`src/design/vector_dot_norm_cosine_defines.svh`:
```
// ---------------------------------------------------------------------------
// Assertion macros for vector_dot_norm_cosine
// Same-cycle and next-cycle implication checks on the rising edge of clk.
// ---------------------------------------------------------------------------
`ifndef VECTOR_DOT_NORM_COSINE_DEFINES_SVH
`define VECTOR_DOT_NORM_COSINE_DEFINES_SVH

// consequent must hold in the same cycle as the antecedent
`define VDNC_ASSERT_NOW(label, ante, cons, msg) \
  label: assert property (@(posedge clk) disable iff (rst) (ante) |-> (cons)) \
    else $error(msg);

// consequent must hold in the cycle after the antecedent
`define VDNC_ASSERT_NEXT(label, ante, cons, msg) \
  label: assert property (@(posedge clk) disable iff (rst) (ante) |=> (cons)) \
    else $error(msg);

`endif

```
`src/design/vdnc_pkg.sv`:
```
// ---------------------------------------------------------------------------
// vdnc_pkg
// Widths, step counts and sequencer states of the cosine similarity block.
// ---------------------------------------------------------------------------
package vdnc_pkg;

  localparam int ELEM_W     = 16;
  localparam int SUM_W      = 28;
  localparam int ACC_W      = 44;
  localparam int NORM_W     = 22;
  localparam int COS_W      = 16;
  localparam int CNT_W      = 13;
  localparam int MAX_LEN    = 4096;
  localparam int HALF_W     = ACC_W / 2;
  localparam int WIDE_W     = 2 * ACC_W;
  localparam int QUO_W      = 31;
  localparam int STEP_W     = 5;
  localparam int IN_DATA_W  = 32;
  localparam int OUT_DATA_W = 152;
  localparam int OUT_USER_W = 2;

  localparam logic [CNT_W-1:0]  MAX_COUNT = CNT_W'(MAX_LEN);
  localparam logic [STEP_W-1:0] SQRT_LAST = STEP_W'(ACC_W / 2 - 1);
  localparam logic [STEP_W-1:0] DIV_LAST  = STEP_W'(QUO_W - 1);
  localparam logic [STEP_W-1:0] PP_LAST   = STEP_W'(4);

  typedef enum logic [3:0] {
    ST_IDLE,
    ST_AB,
    ST_AA,
    ST_BB,
    ST_BB_ADD,
    ST_SQRT_A,
    ST_SQRT_B,
    ST_MUL_D,
    ST_MUL_P,
    ST_DIV,
    ST_SQRT_Q,
    ST_FINISH
  } state_t;

  typedef enum logic [1:0] {
    SQ_SRC_A,
    SQ_SRC_B,
    SQ_SRC_Q
  } sq_src_t;

endpackage

```
`src/design/vector_dot_norm_cosine.sv`:
```
// ---------------------------------------------------------------------------
// vector_dot_norm_cosine
// Streaming cosine similarity of two Q3.12 vectors with sums and norms.
// ---------------------------------------------------------------------------
// Input stream: one word per element pair, s_tdata = {elem_b, elem_a}, s_tlast
// marks the final pair of a vector. Output stream: one word per vector, taken
// on m_tvalid & m_tready.
// Each element pair passes the accept cycle in the idle state and then the
// states AB, AA, BB and BB_ADD on the shared 22x22 multiplier (a*b, a*a, b*b
// and the last accumulate). s_tready is high only in the idle state.
// On a last pair the sequencer then runs two 22-step square roots for the
// norms, two four-partial-product multiplies (dot^2 and sqa*sqb), a 31-step
// restoring division and a 22-step square root for the cosine; when a norm is
// zero it goes from the norms straight to its finish state. Pairs past 4096
// are dropped and flag overflow.
// The result sits in an output register; the next vector is accepted while
// it waits, and the block holds in its finish state only when a second
// result is ready before the first was taken.
// Reset (rst, synchronous) clears all sums, the pair count and m_tvalid.
// ---------------------------------------------------------------------------
`include "vector_dot_norm_cosine_defines.svh"

module vector_dot_norm_cosine (
  input  logic                                clk,
  input  logic                                rst,
  input  logic                                s_tvalid,
  output logic                                s_tready,
  input  logic [vdnc_pkg::IN_DATA_W-1:0]      s_tdata,  // elem_a[15:0], elem_b[31:16]
  input  logic                                s_tlast,  // last_item
  output logic                                m_tvalid,
  input  logic                                m_tready,
  // sum_a[27:0], dot_product[71:28], norm_a[93:72], norm_b[115:94],
  // cosine[131:116], element_count[144:132], zero pad[151:145]
  output logic [vdnc_pkg::OUT_DATA_W-1:0]     m_tdata,
  output logic [vdnc_pkg::OUT_USER_W-1:0]     m_tuser   // zero_norm[0], overflow[1]
);

  vdnc_pkg::state_t  state, state_next;
  vdnc_pkg::sq_src_t sq_src;
  logic              sq_load;
  logic              out_load;
  logic              accept;

  logic [vdnc_pkg::STEP_W-1:0] step;

  // element word
  logic signed [vdnc_pkg::ELEM_W-1:0] a_reg, b_reg;
  logic                               last_reg;
  logic signed [vdnc_pkg::ELEM_W:0]   a_abs, b_abs;
  logic [vdnc_pkg::HALF_W-1:0]        a_mag, b_mag;
  logic                               ab_neg;

  // accumulators
  logic signed [vdnc_pkg::SUM_W-1:0] sum_acc;
  logic signed [vdnc_pkg::ACC_W-1:0] dot_acc;
  logic [vdnc_pkg::ACC_W-1:0]        square_a_acc, square_b_acc;
  logic [vdnc_pkg::CNT_W-1:0]        pair_count;
  logic                              overflow_seen;
  logic [vdnc_pkg::ACC_W-1:0]        dot_mag;

  // shared multiplier
  logic [vdnc_pkg::HALF_W-1:0] mul_x, mul_y;
  logic [vdnc_pkg::ACC_W-1:0]  mul_reg;
  logic [1:0]                  pp_sel;
  logic [vdnc_pkg::WIDE_W-1:0] pp_ext, pp_term;

  // wide products and divider
  logic [vdnc_pkg::WIDE_W-1:0] num, den, rem, rem_sub;
  logic [vdnc_pkg::QUO_W-1:0]  quo, quo_next;
  logic                        div_ge;

  // square root unit
  logic [vdnc_pkg::ACC_W-1:0] sq_v, sq_root, sq_bit;
  logic [vdnc_pkg::ACC_W-1:0] sq_sum, sq_v_n, sq_root_n, sq_init;
  logic                       sq_ge;

  // results
  logic [vdnc_pkg::NORM_W-1:0]       norm_a, norm_b;
  logic signed [vdnc_pkg::COS_W-1:0] cos_reg;
  logic [vdnc_pkg::COS_W-1:0]        cos_q;
  logic                              zero_reg;

  assign s_tready = (state == vdnc_pkg::ST_IDLE) && !rst;
  assign accept   = s_tvalid && s_tready;

  assign a_abs  = a_reg[vdnc_pkg::ELEM_W-1] ? -{a_reg[vdnc_pkg::ELEM_W-1], a_reg}
                                            :  {a_reg[vdnc_pkg::ELEM_W-1], a_reg};
  assign b_abs  = b_reg[vdnc_pkg::ELEM_W-1] ? -{b_reg[vdnc_pkg::ELEM_W-1], b_reg}
                                            :  {b_reg[vdnc_pkg::ELEM_W-1], b_reg};
  assign a_mag  = vdnc_pkg::HALF_W'($unsigned(a_abs));
  assign b_mag  = vdnc_pkg::HALF_W'($unsigned(b_abs));
  assign ab_neg = a_reg[vdnc_pkg::ELEM_W-1] ^ b_reg[vdnc_pkg::ELEM_W-1];

  assign dot_mag = dot_acc[vdnc_pkg::ACC_W-1] ? $unsigned(-dot_acc) : $unsigned(dot_acc);

  // ---------------------------------------------------------------- sequencer
  always_ff @(posedge clk) begin
    if (rst) begin
      state <= vdnc_pkg::ST_IDLE;
      step  <= '0;
    end else begin
      state <= state_next;
      step  <= (state_next != state) ? '0 : step + 1'b1;
    end
  end

  always_comb begin
    state_next = state;
    sq_load    = 1'b0;
    sq_src     = vdnc_pkg::SQ_SRC_A;
    out_load   = 1'b0;
    unique case (state)
      vdnc_pkg::ST_IDLE: begin
        if (accept) begin
          if (pair_count < vdnc_pkg::MAX_COUNT) begin
            state_next = vdnc_pkg::ST_AB;
          end else if (s_tlast) begin
            state_next = vdnc_pkg::ST_SQRT_A;
            sq_load    = 1'b1;
          end
        end
      end
      vdnc_pkg::ST_AB: state_next = vdnc_pkg::ST_AA;
      vdnc_pkg::ST_AA: state_next = vdnc_pkg::ST_BB;
      vdnc_pkg::ST_BB: state_next = vdnc_pkg::ST_BB_ADD;
      vdnc_pkg::ST_BB_ADD: begin
        if (last_reg) begin
          state_next = vdnc_pkg::ST_SQRT_A;
          sq_load    = 1'b1;
        end else begin
          state_next = vdnc_pkg::ST_IDLE;
        end
      end
      vdnc_pkg::ST_SQRT_A: begin
        if (step == vdnc_pkg::SQRT_LAST) begin
          state_next = vdnc_pkg::ST_SQRT_B;
          sq_load    = 1'b1;
          sq_src     = vdnc_pkg::SQ_SRC_B;
        end
      end
      vdnc_pkg::ST_SQRT_B: begin
        if (step == vdnc_pkg::SQRT_LAST) begin
          if (square_a_acc == '0 || square_b_acc == '0) begin
            state_next = vdnc_pkg::ST_FINISH;
          end else begin
            state_next = vdnc_pkg::ST_MUL_D;
          end
        end
      end
      vdnc_pkg::ST_MUL_D: begin
        if (step == vdnc_pkg::PP_LAST) state_next = vdnc_pkg::ST_MUL_P;
      end
      vdnc_pkg::ST_MUL_P: begin
        if (step == vdnc_pkg::PP_LAST) state_next = vdnc_pkg::ST_DIV;
      end
      vdnc_pkg::ST_DIV: begin
        if (step == vdnc_pkg::DIV_LAST) begin
          state_next = vdnc_pkg::ST_SQRT_Q;
          sq_load    = 1'b1;
          sq_src     = vdnc_pkg::SQ_SRC_Q;
        end
      end
      vdnc_pkg::ST_SQRT_Q: begin
        if (step == vdnc_pkg::SQRT_LAST) state_next = vdnc_pkg::ST_FINISH;
      end
      vdnc_pkg::ST_FINISH: begin
        if (!m_tvalid || m_tready) begin
          out_load   = 1'b1;
          state_next = vdnc_pkg::ST_IDLE;
        end
      end
      default: state_next = vdnc_pkg::ST_IDLE;
    endcase
  end

  // ------------------------------------------------------- shared multiplier
  always_comb begin
    unique case (state)
      vdnc_pkg::ST_AB: begin
        mul_x = a_mag;
        mul_y = b_mag;
      end
      vdnc_pkg::ST_AA: begin
        mul_x = a_mag;
        mul_y = a_mag;
      end
      vdnc_pkg::ST_BB: begin
        mul_x = b_mag;
        mul_y = b_mag;
      end
      vdnc_pkg::ST_MUL_D: begin
        mul_x = step[1] ? dot_mag[vdnc_pkg::ACC_W-1:vdnc_pkg::HALF_W]
                        : dot_mag[vdnc_pkg::HALF_W-1:0];
        mul_y = step[0] ? dot_mag[vdnc_pkg::ACC_W-1:vdnc_pkg::HALF_W]
                        : dot_mag[vdnc_pkg::HALF_W-1:0];
      end
      vdnc_pkg::ST_MUL_P: begin
        mul_x = step[1] ? square_a_acc[vdnc_pkg::ACC_W-1:vdnc_pkg::HALF_W]
                        : square_a_acc[vdnc_pkg::HALF_W-1:0];
        mul_y = step[0] ? square_b_acc[vdnc_pkg::ACC_W-1:vdnc_pkg::HALF_W]
                        : square_b_acc[vdnc_pkg::HALF_W-1:0];
      end
      default: begin
        mul_x = '0;
        mul_y = '0;
      end
    endcase
  end

  always_ff @(posedge clk) begin
    mul_reg <= mul_x * mul_y;
    pp_sel  <= step[1:0];
  end

  // weight the partial product issued last cycle by its half positions
  assign pp_ext = vdnc_pkg::WIDE_W'(mul_reg);
  always_comb begin
    unique case (pp_sel)
      2'b00:        pp_term = pp_ext;
      2'b01, 2'b10: pp_term = pp_ext << vdnc_pkg::HALF_W;
      default:      pp_term = pp_ext << (2 * vdnc_pkg::HALF_W);
    endcase
  end

  // ----------------------------------------------------------------- divider
  assign div_ge   = (rem >= den);
  assign rem_sub  = div_ge ? rem - den : rem;
  assign quo_next = {quo[vdnc_pkg::QUO_W-2:0], div_ge};

  // ------------------------------------------------------------- square root
  assign sq_sum    = sq_root + sq_bit;
  assign sq_ge     = (sq_v >= sq_sum);
  assign sq_v_n    = sq_ge ? sq_v - sq_sum : sq_v;
  assign sq_root_n = sq_ge ? (sq_root >> 1) + sq_bit : sq_root >> 1;

  always_comb begin
    unique case (sq_src)
      vdnc_pkg::SQ_SRC_A: sq_init = square_a_acc;
      vdnc_pkg::SQ_SRC_B: sq_init = square_b_acc;
      default:            sq_init = vdnc_pkg::ACC_W'(quo_next);
    endcase
  end

  // truncated magnitude of the cosine, at most one in Q1.15
  assign cos_q = sq_root_n[vdnc_pkg::COS_W-1:0];

  always_ff @(posedge clk) begin
    if (sq_load) begin
      sq_v    <= sq_init;
      sq_root <= '0;
      sq_bit  <= vdnc_pkg::ACC_W'(1) << (vdnc_pkg::ACC_W - 2);
    end else begin
      sq_v    <= sq_v_n;
      sq_root <= sq_root_n;
      sq_bit  <= sq_bit >> 2;
    end
  end

  // ---------------------------------------------------------------- datapath
  always_ff @(posedge clk) begin
    if (rst) begin
      sum_acc       <= '0;
      dot_acc       <= '0;
      square_a_acc  <= '0;
      square_b_acc  <= '0;
      pair_count    <= '0;
      overflow_seen <= 1'b0;
    end else begin
      unique case (state)
        vdnc_pkg::ST_IDLE: begin
          if (accept) begin
            a_reg    <= s_tdata[vdnc_pkg::ELEM_W-1:0];
            b_reg    <= s_tdata[2*vdnc_pkg::ELEM_W-1:vdnc_pkg::ELEM_W];
            last_reg <= s_tlast;
            if (pair_count == vdnc_pkg::MAX_COUNT) overflow_seen <= 1'b1;
          end
        end
        vdnc_pkg::ST_AA: begin
          dot_acc    <= ab_neg ? dot_acc - $signed(mul_reg) : dot_acc + $signed(mul_reg);
          sum_acc    <= sum_acc + vdnc_pkg::SUM_W'(a_reg);
          pair_count <= pair_count + 1'b1;
        end
        vdnc_pkg::ST_BB:     square_a_acc <= square_a_acc + mul_reg;
        vdnc_pkg::ST_BB_ADD: square_b_acc <= square_b_acc + mul_reg;
        vdnc_pkg::ST_SQRT_A: begin
          if (step == vdnc_pkg::SQRT_LAST) norm_a <= sq_root_n[vdnc_pkg::NORM_W-1:0];
        end
        vdnc_pkg::ST_SQRT_B: begin
          if (step == vdnc_pkg::SQRT_LAST) begin
            norm_b   <= sq_root_n[vdnc_pkg::NORM_W-1:0];
            zero_reg <= (square_a_acc == '0) || (square_b_acc == '0);
            cos_reg  <= '0;
          end
        end
        vdnc_pkg::ST_MUL_D: begin
          num <= (step == '0) ? '0 : num + pp_term;
        end
        vdnc_pkg::ST_MUL_P: begin
          den <= (step == '0) ? '0 : den + pp_term;
          // dot^2 is complete; start the division of dot^2 * 2^30 by sqa*sqb
          rem <= num;
          quo <= '0;
        end
        vdnc_pkg::ST_DIV: begin
          rem <= {rem_sub[vdnc_pkg::WIDE_W-2:0], 1'b0};
          quo <= quo_next;
        end
        vdnc_pkg::ST_SQRT_Q: begin
          if (step == vdnc_pkg::SQRT_LAST) begin
            if (dot_acc[vdnc_pkg::ACC_W-1]) begin
              cos_reg <= -$signed(cos_q);
            end else begin
              cos_reg <= cos_q[vdnc_pkg::COS_W-1] ? {1'b0, {(vdnc_pkg::COS_W-1){1'b1}}}
                                                  : $signed(cos_q);
            end
          end
        end
        vdnc_pkg::ST_FINISH: begin
          if (out_load) begin
            sum_acc       <= '0;
            dot_acc       <= '0;
            square_a_acc  <= '0;
            square_b_acc  <= '0;
            pair_count    <= '0;
            overflow_seen <= 1'b0;
          end
        end
        default: begin
        end
      endcase
    end
  end

  // ------------------------------------------------------------ output word
  always_ff @(posedge clk) begin
    if (rst) begin
      m_tvalid <= 1'b0;
    end else if (out_load) begin
      m_tvalid <= 1'b1;
    end else if (m_tready) begin
      m_tvalid <= 1'b0;
    end
  end

  always_ff @(posedge clk) begin
    if (out_load) begin
      m_tdata <= {7'b0, pair_count, cos_reg, norm_b, norm_a, dot_acc, sum_acc};
      m_tuser <= {overflow_seen, zero_reg};
    end
  end

  // -------------------------------------------------------------- assertions
  `VDNC_ASSERT_NEXT(a_overflow_mark,
    accept && pair_count == vdnc_pkg::MAX_COUNT, overflow_seen,
    "pair past the length limit did not set overflow")
  `VDNC_ASSERT_NOW(a_div_range, state == vdnc_pkg::ST_DIV, (rem >> 1) < den,
    "division remainder out of range")
  `VDNC_ASSERT_NOW(a_zero_cosine, m_tvalid && m_tuser[0], m_tdata[131:116] == 16'h0000,
    "zero norm word carries a nonzero cosine")

endmodule
```
`config.mk`:
```
export PLATFORM = sky130hd
export DESIGN_NAME = vector_dot_norm_cosine
export DESIGN_NICKNAME = d
export VERILOG_FILES = /design/src/design/vdnc_pkg.sv /design/src/design/vector_dot_norm_cosine.sv
export VERILOG_INCLUDE_DIRS = /design/src /design/src/design
export SDC_FILE = /design/constraint.sdc
export NUM_CORES = 2
export LEC_CHECK = 0
export BUFFER_PORTS_ARGS = -buffer_cell sky130_fd_sc_hd__buf_4
export CORE_MARGIN = 2
export CORE_UTILIZATION = 56
export CTS_CLUSTER_SIZE = 25
export DETAILED_ROUTE_END_ITERATION = 10
export MAX_ROUTING_LAYER = met4
export PLACE_DENSITY = 0.75
export SYNTH_ARGS = -nofsm -noshare
export SYNTH_HDL_FRONTEND = slang
export SYNTH_SLANG_ARGS = --single-unit
export TNS_END_PERCENT = 50
```
`constraint.sdc`:
```
create_clock -name clk -period 15.7 [get_ports clk]
set_clock_uncertainty 0.2 [all_clocks]
set_input_delay 2.355 -clock clk [delete_from_list [all_inputs] [get_ports clk]]
set_output_delay 2.355 -clock clk [all_outputs]
set_load 0.01 [all_outputs]
```
Word-level counts from Yosys, hierarchy flattened. Cells that the tools add are included.

Flip-flop bits (word level): 897. Latch bits: 0. Memory bits (writable): 0. Memory bits (read-only): 0. Output and inout bits: 156. Logic and storage cells: 176. Memories: 0.

Add/sub/neg operators: 17. Multipliers: 1. Divide/modulo/power cells: 0. $lt $le $gt $ge: 3. Eq/ne operators: 24. Shifts and indexed selects: 0. Mux-type cells: 63. Bitwise gates (word level): 3. Reduce and logical (&&, ||, !) cells: 36.

Operators with widths (number): one-hot mux 44 bit (2 select lines) (4); one-hot mux 88 bit (2 select lines) (2); 2-to-1 mux 44 bit (5); adder 44 bit (4); adder 88 bit (2); one-hot mux 22 bit (4 select lines) (2); >= comparator 88 bit (1); logical NOT 44 bit (2); 2-to-1 mux 22 bit (4); subtractor 44 bit (2); 2-to-1 mux 87 bit (1); subtractor 87 bit (1); 2-to-1 mux 43 bit (2); one-hot mux 30 bit (2 select lines) (1); one-hot mux 28 bit (2 select lines) (1); 2-to-1 mux 16 bit (3); one-hot mux 4 bit (12 select lines) (1); adder 43 x 44 -> 44 bit (1); >= comparator 44 bit (1); multiplier 22 x 22 -> 44 bit (1); 2-to-1 mux 4 bit (11); negation 44 bit (1); 2-to-1 mux 17 bit (2); negation 17 bit (2); 41 further kinds (90).

Longest topological paths before layout.
Depth in word-level cells: 7. Depth in mapped cells: 39.

Worst setup path after synthesis. Ideal clock, no wire load.

Path type: input-to-reg. Start: input port rst. End: register quo[0] (netlist name) (enable). Setup time: 0.927 ns. Arrival: 14.796 ns. Slack: -0.223 ns. Cell stages on the path: 3. Buffers on the path: 2. Cell sequence: clkbuf_1 clkbuf_1 nor4b_1.

Longest elaborated chain between the ends: 2.

Ends and longest elaborated chain: from (decl) (line vector_dot_norm_cosine.sv:25) `input logic rst,`; inverter 1 bit (no source line); AND reduction 2 bit (no source line); to (signal assigned) (line vector_dot_norm_cosine.sv:306) `quo <= quo_next;`; to (decl) (line vector_dot_norm_cosine.sv:69) `logic [vdnc_pkg::QUO_W-1:0] quo, quo_next;`.

No other way between the ends. A chain may end at the register's enable or synchronous reset.

Worst setup path after layout.
Start: register dot_acc[14] (netlist name). End: register mul_reg[43] (netlist name).

Longest elaborated chain between the ends: 5. Elaborated cells between the ends (all ways): 7. Classes of those cells: add/sub: 1; mul: 1; mux: 5.

Ends and longest elaborated chain: from (decl) (line vector_dot_norm_cosine.sv:55) `logic signed [vdnc_pkg::ACC_W-1:0] dot_acc;`; from (signal assigned) (line vector_dot_norm_cosine.sv:279) `dot_acc <= ab_neg ? dot_acc - $signed(mul_reg) : dot_acc + $signed(mul_reg);`; negation 44 bit (line vector_dot_norm_cosine.sv:94) `assign dot_mag = dot_acc[vdnc_pkg::ACC_W-1] ? $unsigned(-dot_acc) : $unsigned(dot_acc);`; 2-to-1 mux 44 bit * (line vector_dot_norm_cosine.sv:94); 2-to-1 mux 22 bit (on tied branches) (line vector_dot_norm_cosine.sv:192, vector_dot_norm_cosine.sv:194); one-hot mux 22 bit (4 select lines) (line vector_dot_norm_cosine.sv:178) `unique case (state)`; multiplier 22 x 22 -> 44 bit * (line vector_dot_norm_cosine.sv:211) `mul_reg <= mul_x * mul_y;`; to (signal assigned) (line vector_dot_norm_cosine.sv:211); to (decl) (line vector_dot_norm_cosine.sv:63) `logic [vdnc_pkg::ACC_W-1:0] mul_reg;`.

Mark *: on every way between the ends. The rest lies on a longest branch, timed or not.

==> out/qor.yml <==
routing:
  first_pass_iters: 7
  num_vias: 71900
  drt_iter0_drc: 7343
  route.detailed.drc: 0
  ant_nets: 0
  wl_per_cell_um: 25.8
  drt-total-wl_mm: 290
  via_per_inst: 6.40
yosys:
  syn_avg_cell_area_um2: 8.68
  synth_ff_type: "edfxtp_1"
  syn_area_mm2: 0.0799
  ys_seq_elements: 875
  synthArstFlopShare_pct: 0
  ys_seq_area_share_pct: 29.2
  syn_inst: 9195
  yosys_warnings: 0
  synth_edf_count: 579
  synthDistinctLibCells: 95
worst_setup_path:
  path_class: "flop to flop"
  r2r-end: "mul_reg[43]"
  slowest_stage: "or4_1"
  cp_num_buf_inv: 3
  startpoint_type: "flop"
  cp-end-kind: "flop"
  worst-r2r-cell-count: 33
  worstPathMaxFanout: 16
  crit_family: "compound AO/OA/AOI/OAI gates"
  crit_top_cell: "fa_1"
  rrSetupSlack_ns: 3.28
  critPathMaxStageDelay_ns: 0.66
  crit_required_ns: 16.19
  r2r-start: "dot_acc[14]"
  worstPathArrival_ns: 12.90
sta:
  fmax_mhz: 80.5
  slew_viol_final: 0
  rsz0062_at_grt: "false"
  hold_viol: 0
  worst_pin_slew_ns: 1.44
  fin_crit_sh_pct: 79.1
  setup_viol: 0
  fin_tns_setup_ns: 0
  fin_crit_ns: 12.42
  fin_ws_ns: 3.28
  slew_headroom_pct: 3.27
clock_network:
  postCtsResizedCells: 0
  clkTransAtPathRegs_ns: 0.06
  post-cts-setup-buffer-count: 0
  cts-root-buf: "clkbuf_16"
  cts_sinks: 875
  worstSkewPairLatency_ns: 0.75
  numCtsBuffers: 102
  htree_num_levels: 3
  holdBufCountCts: 0
  clock_path_buffers: 3
  cts_tree: "built"
status:
  status: "finished clean"
cells_and_area:
  top_register: "m_tdata"
  syn_to_final_growth_pct: 9.00
  largest_reg_flops: 145
  nets: 10400
  layout-drive-gt1-share_pct: 6.90
  final_design_area_no_fill_mm2: 0.0870
global_routing:
  grt_max_degree: 171
  grt_overflow: 0
  grt_use_total_pct: 40.3
  grt_pass1_vias: 69200
  grt_first_pass_wirelength_mm: 431
  grt_antenna_before_repair: 25
die:
  start_util_pct: 56.4
  core_mm2: 0.142
  die_w_um: 382
  io_pins: 193
  dieHeight_um: 382
  fp.dieArea_mm2: 0.146
  rows: 138
place:
  place_congestion: 1.09
  numPortBuffers: 185
  dp_hpwl_mm: 221
  dpl_worst_slack_ns: 3.73
  place_area_mm2: 0.0835
pwr:
  powerDensity_mw_per_mm2: 110
  power.leakage_nw: 38.3
  peakVddDrop_mv: 0.145
hold_path:
  worstHoldStart: "norm_a[5]"
  whs_path_depth: 0
  hp-class: "flop to flop"
  hold_end: "m_tdata[77]"
job:
  max-cap-violations: 0
-- cell usage after synthesis (68+ instances only) --
cell | n | share of area, %
ha_1 | 680 | 11
fa_1 | 405 | 10
inv_1 | 707 | 3.3
a211oi_1 | 105 | 0.99
nand2b_1 | 75 | 0.59
mux2i_1 | 103 | 1.3
xnor2_1 | 367 | 4.0
nand3_1 | 155 | 0.97
nor2_1 | 930 | 4.4
a22o_1 | 77 | 0.84
dfxtp_1 | 296 | 7.4
xor2_1 | 293 | 3.2
a22oi_1 | 68 | 0.64
and3_1 | 112 | 0.88
a21o_1 | 299 | 2.8
o21ai_0 | 536 | 3.4
nor2b_1 | 75 | 0.59
o21bai_1 | 90 | 0.85
nor3_1 | 124 | 0.78
clkbuf_1 | 363 | 1.7
o21a_1 | 68 | 0.64
a31oi_1 | 90 | 0.71
nand4_1 | 125 | 0.98
a21oi_1 | 707 | 4.4
edfxtp_1 | 579 | 22
nand2_1 | 973 | 4.6
and2_1 | 116 | 0.91
-- worst max-delay path by stage --
stage / from / end / slack, ns / depth (start not counted)
6_report: dot_acc[14] / mul_reg[43] / 3.28 / 33
5_1_grt: dot_acc[2] / mul_reg[43] / 2.89 / 36
4_1_cts: dot_acc[14] / mul_reg[43] / 3.55 / 33
3_5_place_dp: dot_acc[14] / mul_reg[43] / 3.73 / 33
3_3_place_gp: dot_acc[14] / mul_reg[43] / 3.92 / 33
2_1_floorplan: dot_acc[14] / mul_reg[43] / 5.38 / 36
-- cell type report --
cell class	count	area, µm²
Fill cell	12200	54600
Timing Repair Buffer	351	2660
Tap cell	1890	2360
Sequential cell	875	23300
Clock inverter	60	704
Inverter	710	2670
Multi-Input combinational cell	7199	52500
Antenna cell	19	47.5
Clock buffer	133	2800
-- stage by stage --
stage	power, W	std cells	util (%)	hold WS [ns]
5_1_grt	0.0100	11200	61.5	0.225
4_1_cts	0.00945	11200	61.4	0.214
2_1_floorplan	0.00571	9201	-	0.170
6_report	0.00958	11200	61.5	0.211
3_5_place_dp	0.00693	11000	59.0	0.205
3_3_place_gp	0.00684	11000	59.0	0.200
-- cell families (layout without fill, tap and decap cells) --
logic type / after synthesis / after routing / share of synthesized area (%)
xor gates and xnor gates: 660 / 660 / 7.24
other: 1 / 26 / 0.00470
and+or+nand+nor: 2899 / 2899 / 16.6
DFF: 875 / 875 / 29.2
AOI/OAI and AO/OA: 2442 / 2442 / 19.4
adders and majority gates: 1085 / 1085 / 20.8
muxes: 106 / 106 / 1.33
buffers and inverters: 1127 / 1254 / 5.38
-- cells in the final DEF, fill, tap and decap left out, types with 112 or more instances in the layout --
cell / netlist / layout
nand2_1: 973 / 970
nor2_1: 930 / 919
a21oi_1: 707 / 707
inv_1: 707 / 706
ha_1: 680 / 680
edfxtp_1: 579 / 579
o21ai_0: 536 / 530
fa_1: 405 / 405
xnor2_1: 367 / 366
buf_4: 9 / 349
a21o_1: 299 / 299
xor2_1: 293 / 292
dfxtp_1: 296 / 292
nand3_1: 155 / 154
nand4_1: 125 / 125
and2_1: 116 / 116
nor3_1: 124 / 116
and3_1: 112 / 112
-- report_power, final --
group	switching, W	leakage (nW)	internal, W
Sequential	0.000205	7.74	0.00277
Clock	0.00107	1.69	0.00146
Combinational	0.00264	28.9	0.00143
-- metal layers --
| metal | vias to the layer above | global-route usage, % | part of all wire (%) |
|---|---|---|---|
| met5 | - | - | 0 |
| met3 | 1032 | 8.20 | 10 |
| met1 | 34400 | 49.3 | 38 |
| met4 | 0 | 27.0 | 8.4 |
| li1 | 32600 | - | - |
| met2 | 3909 | 60.2 | 44 |
(Power assumes the default switching activity.)
